<file path="src/nnwr_pkg.sv">
// Shared constants, codes and types of the nearest-neighbour window reservoir.
package nnwr_pkg;

  localparam int unsigned DepthDefault = 256;
  localparam int unsigned CoordW       = 16;
  localparam int unsigned PointW       = 32;
  localparam int unsigned DistW        = 34;
  localparam int unsigned StampW       = 32;
  localparam int unsigned CfgW         = 9;
  localparam int unsigned OutcomeW     = 3;
  localparam int unsigned SlotOutW     = 8;

  localparam logic [OutcomeW-1:0] OUT_FILL   = 3'd0;
  localparam logic [OutcomeW-1:0] OUT_FORMED = 3'd1;
  localparam logic [OutcomeW-1:0] OUT_ADDED  = 3'd2;
  localparam logic [OutcomeW-1:0] OUT_EVICT  = 3'd3;
  localparam logic [OutcomeW-1:0] OUT_ABSORB = 3'd4;

  localparam logic CFG_MIN_FILL = 1'b0;
  localparam logic CFG_MAX_FILL = 1'b1;

  localparam logic [CfgW-1:0] MinFillReset = 9'd150;
  localparam logic [CfgW-1:0] MaxFillReset = 9'd200;

  typedef enum logic [1:0] {
    SCAN_DIST,
    SCAN_AGE,
    SCAN_RANGE
  } scan_mode_e;

  typedef struct packed {
    logic       start;
    scan_mode_e mode;
    logic       skip_en;
  } scan_ctrl_t;

endpackage

</file>
<file path="src/nnwr_scan.sv">
// Pipelined scan unit: walks every slot, forms a key and tracks its minimum and maximum.
module nnwr_scan import nnwr_pkg::*; #(
  parameter int unsigned Depth = DepthDefault
) (
  input  logic                     clk_i,
  input  logic                     rst_ni,
  input  scan_ctrl_t               ctrl_i,
  input  logic [$clog2(Depth)-1:0] skip_i,
  input  logic [PointW-1:0]        ref_pt_i,
  input  logic [StampW-1:0]        stamp_cnt_i,
  input  logic [Depth-1:0]         valid_i,
  output logic [$clog2(Depth)-1:0] addr_o,
  input  logic [PointW-1:0]        pt_rdata_i,
  input  logic [StampW-1:0]        stamp_rdata_i,
  input  logic [DistW-1:0]         dist_rdata_i,
  output logic                     done_o,
  output logic                     found_o,
  output logic [DistW-1:0]         lo_o,
  output logic [$clog2(Depth)-1:0] lo_idx_o,
  output logic [DistW-1:0]         hi_o,
  output logic [$clog2(Depth)-1:0] hi_idx_o
);

  localparam int unsigned AW = $clog2(Depth);
  localparam int unsigned IW = AW + 2;

  logic              run_q, done_q, skip_en_q, found_q;
  scan_mode_e        mode_q;
  logic [IW-1:0]     idx_q;
  logic              tag0;
  logic              s1_v_q, s2_v_q, s3_v_q;
  logic [AW-1:0]     s1_idx_q, s2_idx_q, s3_idx_q;
  logic signed [CoordW:0] dx_d, dy_d, dx_q, dy_q;
  logic signed [DistW-1:0] sqx_d, sqy_d;
  logic [DistW-1:0]  sqx_q, sqy_q;
  logic [StampW-1:0] age_d;
  logic [DistW-1:0]  pass2_d, pass2_q, pass3_q, key;
  logic [DistW-1:0]  lo_q, hi_q;
  logic [AW-1:0]     lo_idx_q, hi_idx_q;

  assign addr_o = idx_q[AW-1:0];
  assign tag0   = run_q && (idx_q < IW'(Depth)) && valid_i[addr_o]
                  && !(skip_en_q && (addr_o == skip_i));

  // stage one: differences, or the pass-through key
  assign dx_d = $signed({ref_pt_i[15], ref_pt_i[15:0]})
              - $signed({pt_rdata_i[15], pt_rdata_i[15:0]});
  assign dy_d = $signed({ref_pt_i[31], ref_pt_i[31:16]})
              - $signed({pt_rdata_i[31], pt_rdata_i[31:16]});
  assign age_d   = stamp_cnt_i - stamp_rdata_i;
  assign pass2_d = (mode_q == SCAN_AGE) ? {2'b00, age_d} : dist_rdata_i;

  // stage two: squares
  assign sqx_d = dx_q * dx_q;
  assign sqy_d = dy_q * dy_q;

  // stage three: key and running extremes
  assign key = (mode_q == SCAN_DIST) ? (sqx_q + sqy_q) : pass3_q;

  always_ff @(posedge clk_i or negedge rst_ni) begin
    if (!rst_ni) begin
      run_q     <= 1'b0;
      done_q    <= 1'b0;
      skip_en_q <= 1'b0;
      found_q   <= 1'b0;
      mode_q    <= SCAN_DIST;
      idx_q     <= '0;
      s1_v_q    <= 1'b0;
      s2_v_q    <= 1'b0;
      s3_v_q    <= 1'b0;
    end else begin
      done_q <= 1'b0;
      s1_v_q <= tag0;
      s2_v_q <= s1_v_q;
      s3_v_q <= s2_v_q;
      if (ctrl_i.start) begin
        run_q     <= 1'b1;
        idx_q     <= '0;
        mode_q    <= ctrl_i.mode;
        skip_en_q <= ctrl_i.skip_en;
        found_q   <= 1'b0;
      end else if (run_q) begin
        idx_q <= idx_q + IW'(1);
        if (idx_q == IW'(Depth + 2)) begin
          run_q  <= 1'b0;
          done_q <= 1'b1;
        end
        if (s3_v_q) begin
          found_q <= 1'b1;
        end
      end
    end
  end

  always_ff @(posedge clk_i) begin
    s1_idx_q <= addr_o;
    s2_idx_q <= s1_idx_q;
    s3_idx_q <= s2_idx_q;
    dx_q     <= dx_d;
    dy_q     <= dy_d;
    pass2_q  <= pass2_d;
    sqx_q    <= unsigned'(sqx_d);
    sqy_q    <= unsigned'(sqy_d);
    pass3_q  <= pass2_q;
    if (run_q && s3_v_q) begin
      if (!found_q || key < lo_q) begin
        lo_q     <= key;
        lo_idx_q <= s3_idx_q;
      end
      if (!found_q || key > hi_q) begin
        hi_q     <= key;
        hi_idx_q <= s3_idx_q;
      end
    end
  end

  assign done_o   = done_q;
  assign found_o  = found_q;
  assign lo_o     = lo_q;
  assign lo_idx_o = lo_idx_q;
  assign hi_o     = hi_q;
  assign hi_idx_o = hi_idx_q;

endmodule

</file>
<file path="config.mk">
export PLATFORM = sky130hd
export DESIGN_NAME = nnwr_scan
export DESIGN_NICKNAME = d
export VERILOG_FILES = /design/src/nnwr_pkg.sv /design/src/nnwr_scan.sv
export SDC_FILE = /design/constraint.sdc
export NUM_CORES = 2
export LEC_CHECK = 0
export ABC_AREA = 1
export BUFFER_PORTS_ARGS = -buffer_cell sky130_fd_sc_hd__buf_2
export CAP_MARGIN = 10
export CORE_MARGIN = 3
export CORE_UTILIZATION = 61
export CTS_BUF_LIST = sky130_fd_sc_hd__clkbuf_16
export DETAILED_ROUTE_END_ITERATION = 16
export GPL_ROUTABILITY_DRIVEN = 0
export PLACE_DENSITY = 0.95
export SYNTH_ARGS = -nofsm -noshare
export SYNTH_HDL_FRONTEND = slang
export SYNTH_SLANG_ARGS = --single-unit
</file>
<file path="constraint.sdc">
create_clock -name clk_i -period 6.35 [get_ports clk_i]
set_input_delay 0.9525 -clock clk_i [delete_from_list [all_inputs] [get_ports clk_i]]
set_output_delay 0.9525 -clock clk_i [all_outputs]
set_load 0.01 [all_outputs]
</file>
==> results.toml <==
[clocking]
cts_hold_repair.buffers = 0
clk_pin_slew_ns = 0.07
cts_tree = "done"
clock_latency_ns = 0.57
cts.sinks = 295
cts_buffers = 36
cts_root_buffer = "clkbuf_16"
htreeDepth = 2
cts.path.max_buffers = 3

[critical_path]
startpoint = "dx_q[6]$_DFF_P_"
rr_startpoint = "dx_q[6]$_DFF_P_"
timing.rr.end = "sqx_q[31]$_DFF_P_"
path_class = "flip-flop to flip-flop"
critPathRequiredTime_ns = 6.79
arrival_ns = 6.87
critPathCaptureType = "flip-flop"
cp-endpoint = "sqx_q[31]$_DFF_P_"
rr_worst_depth = 20
r2r_slack_ns = -0.08
crit_fanout = 14
crit_path_start_kind = "flip-flop"

[synthesis]
synth.net_count = 6272
syn_inst = 4955
postSynthAreaPerCell_um2 = 7.81
synth_warnings = 0
ys_seq_area_frac = 0.177
synth.ff_latch_count = 295
ys_types = 57
synth.cell_area_um2 = 38700

[timing]
finalHoldViolCount = 0
fin_skew_ns = 0.0266
period_share = 1.01
hold_ws_ns = 0.314
postLayoutSetupSlackWorst_ns = -0.0848
tightest_slew_ns = 0.860
setup_violations = 1
fin_crit_ns = 6.43
report.final.slew_viol_count = 0
timing.fmax_ghz = 0.155
slew_headroom = 0.426

[floorplan]
coreArea_um2 = 62300
die_w_um = 258
pin_count = 526
dieArea_um2 = 66500
die_y_um = 258
start_util = 0.621
num_rows = 91

[route]
ant_nets = 0
viasPerCell = 5.81
wl_um = 129000
drc = 0
wire_per_inst_um = 20.5
dr_total_vias = 36576
dr.pass1.iters = 10
drt_iter0_markers = 4526

[grt]
grt_pass1_wl_um = 198000
grt.overflow.total = 0
antenna_found_initial = 22
gr-usage-all-layers = 0.384
grt_pass1_vias = 38108
grt_max_degree = 82

[layout]
area_growth_syn_to_layout_pct = 11.9
multiInputGateArea_um2 = 26500
drive_gt1_frac = 0.130
final-seq-area_um2 = 6850
fin_util = 0.695
nNetsFinal = 6740
fillers = 4334

[place]
dpl.hpwl_um = 102000
io_buffers = 525

[job]
drv_cap = 0

[worst_hold_path]
min_path_type = "flip-flop to flip-flop"

[outcome]
status = "finished, violations left"
violations = "negative setup slack"
[per-layer routing]
layer	GRT usage	vias to the layer above	wire length, um
met5	0	-	144
met3	0.0992	858	15100
met4	0.270	24	11300
met1	0.429	16955	41700
li1	-	15985	-
met2	0.641	2754	60700
[flip-flops by register name, indices dropped and copies added, names as in the netlist, 2 cells and up]
register	count
mode_q	2
idx_q	10
hi_idx_o	8
pass3_q	34
dx_q	17
s3_idx_q	8
dy_q	17
sqy_q	33
s1_idx_q	8
lo_idx_o	8
lo_o	34
sqx_q	33
pass2_q	34
hi_o	34
s2_idx_q	8
[Yosys cell counts (all sizes together)]
master | instances | share of area
or2 | 38 | 0.0061
nor3b | 2 | 0.00052
a21oi | 234 | 0.030
o211ai | 8 | 0.0016
and3 | 2 | 0.00032
nand3 | 203 | 0.026
o21a | 6 | 0.0012
xnor2 | 55 | 0.012
o31ai | 1 | 0.00019
ha | 350 | 0.11
a211oi | 10 | 0.0021
xor2 | 87 | 0.020
nor3 | 29 | 0.0040
a31o | 4 | 0.00091
clkbuf | 85 | 0.0082
a221oi | 4 | 0.00091
nand4 | 45 | 0.0073
o221ai | 4 | 0.00091
nor4 | 17 | 0.0027
buf | 59 | 0.011
o21ai | 216 | 0.029
inv | 1242 | 0.12
a21o | 24 | 0.0047
a31oi | 14 | 0.0023
dfrtp | 19 | 0.012
nand2 | 1035 | 0.10
a21boi | 11 | 0.0022
clkinv | 1 | 0.000097
or3b | 1 | 0.00023
edfxtp | 84 | 0.065
o221a | 1 | 0.00029
dfxtp | 192 | 0.099
o22ai | 4 | 0.00065
nor2 | 296 | 0.029
o21bai | 32 | 0.0062
fa | 535 | 0.28
nand3b | 5 | 0.00097
[final cells by class]
cell class,instances,area share
inverter,1243,0.108
tap,837,0.0242
multi-input combinational,3273,0.612
antenna,11,0.000636
timing repair buffer,574,0.0692
clock inverter,28,0.00581
sequential,295,0.158
clock buffer,38,0.0220
[critical path, stage by stage (launching register included)]
cell and delay (ns):
dfxtp_1 0.77, buf_4 0.26, nand2_1 0.08, fa_1 0.57
fa_1 0.45, fa_1 0.54, inv_1 0.08, fa_1 0.49
fa_1 0.51, inv_1 0.06, fa_1 0.49, inv_1 0.06
ha_1 0.36, a21oi_1 0.30, o21ai_0 0.22, a21oi_1 0.17
nor3_1 0.10, nor4_1 0.49, nand2_1 0.13, nand2_1 0.09
nand2_1 0.08
[through the flow]
stage	TNS, ns	worst slack (ns)	area, um2	instances
after detailed placement	0	0.190	42000	6220
after global routing	-0.352	-0.246	43300	6292
after CTS	0	0.160	43200	6286
after floorplan	0	0.696	38700	4955
final	-0.0848	-0.0848	43300	6299
after global placement	0	0.504	42000	6220
[placed cells by master (no fill, tap or decap), drive strengths merged, types with 45 or more instances in the layout]
cell type	instances
inv	1255
buf	574
o21ai	216
fa	535
dfxtp	192
xnor2	55
nand3	203
ha	350
a21oi	234
xor2	87
nand2	1035
nor2	296
edfxtp	84
nand4	45
[kinds of logic (layout without fill, tap and decap cells)]
group           after synthesis  count (layout)  share of synthesized area
xor+xnor                    142             142                     0.0321
simple gates               1673            1673                      0.178
fa+ha+maj                   885             885                      0.390
compound gates              573             573                     0.0830
buf+inv                    1387            1883                      0.140
other cells                   0              11                          0
flops                       295             295                      0.177
[worst min-delay path by stage]
stage	depth (start not counted)	slack, ns	endpoint	from
6_report	0	0.31	s3_idx_q[4]$_DFF_P_	s2_idx_q[4]$_DFF_P_
5_1_grt	0	0.32	s3_idx_q[0]$_DFF_P_	s2_idx_q[0]$_DFF_P_
4_1_cts	0	0.31	s3_idx_q[0]$_DFF_P_	s2_idx_q[0]$_DFF_P_
3_5_place_dp	0	0.31	pass3_q[29]$_DFF_P_	pass2_q[29]$_DFF_P_
3_3_place_gp	0	0.31	pass3_q[9]$_DFF_P_	pass2_q[9]$_DFF_P_
2_1_floorplan	0	0.31	pass3_q[0]$_DFF_P_	pass2_q[0]$_DFF_P_
[timing repair]
| item | in CTS | in global routing |
|---|---|---|
| buffers inserted | 0 | 2 |
| endpoints found under the setup margin | 0 | 16 |
| resized for setup | 0 | 9 |
Power is not shown: default switching activity piles up to over one toggle a cycle in this logic, so the estimate is an artifact.
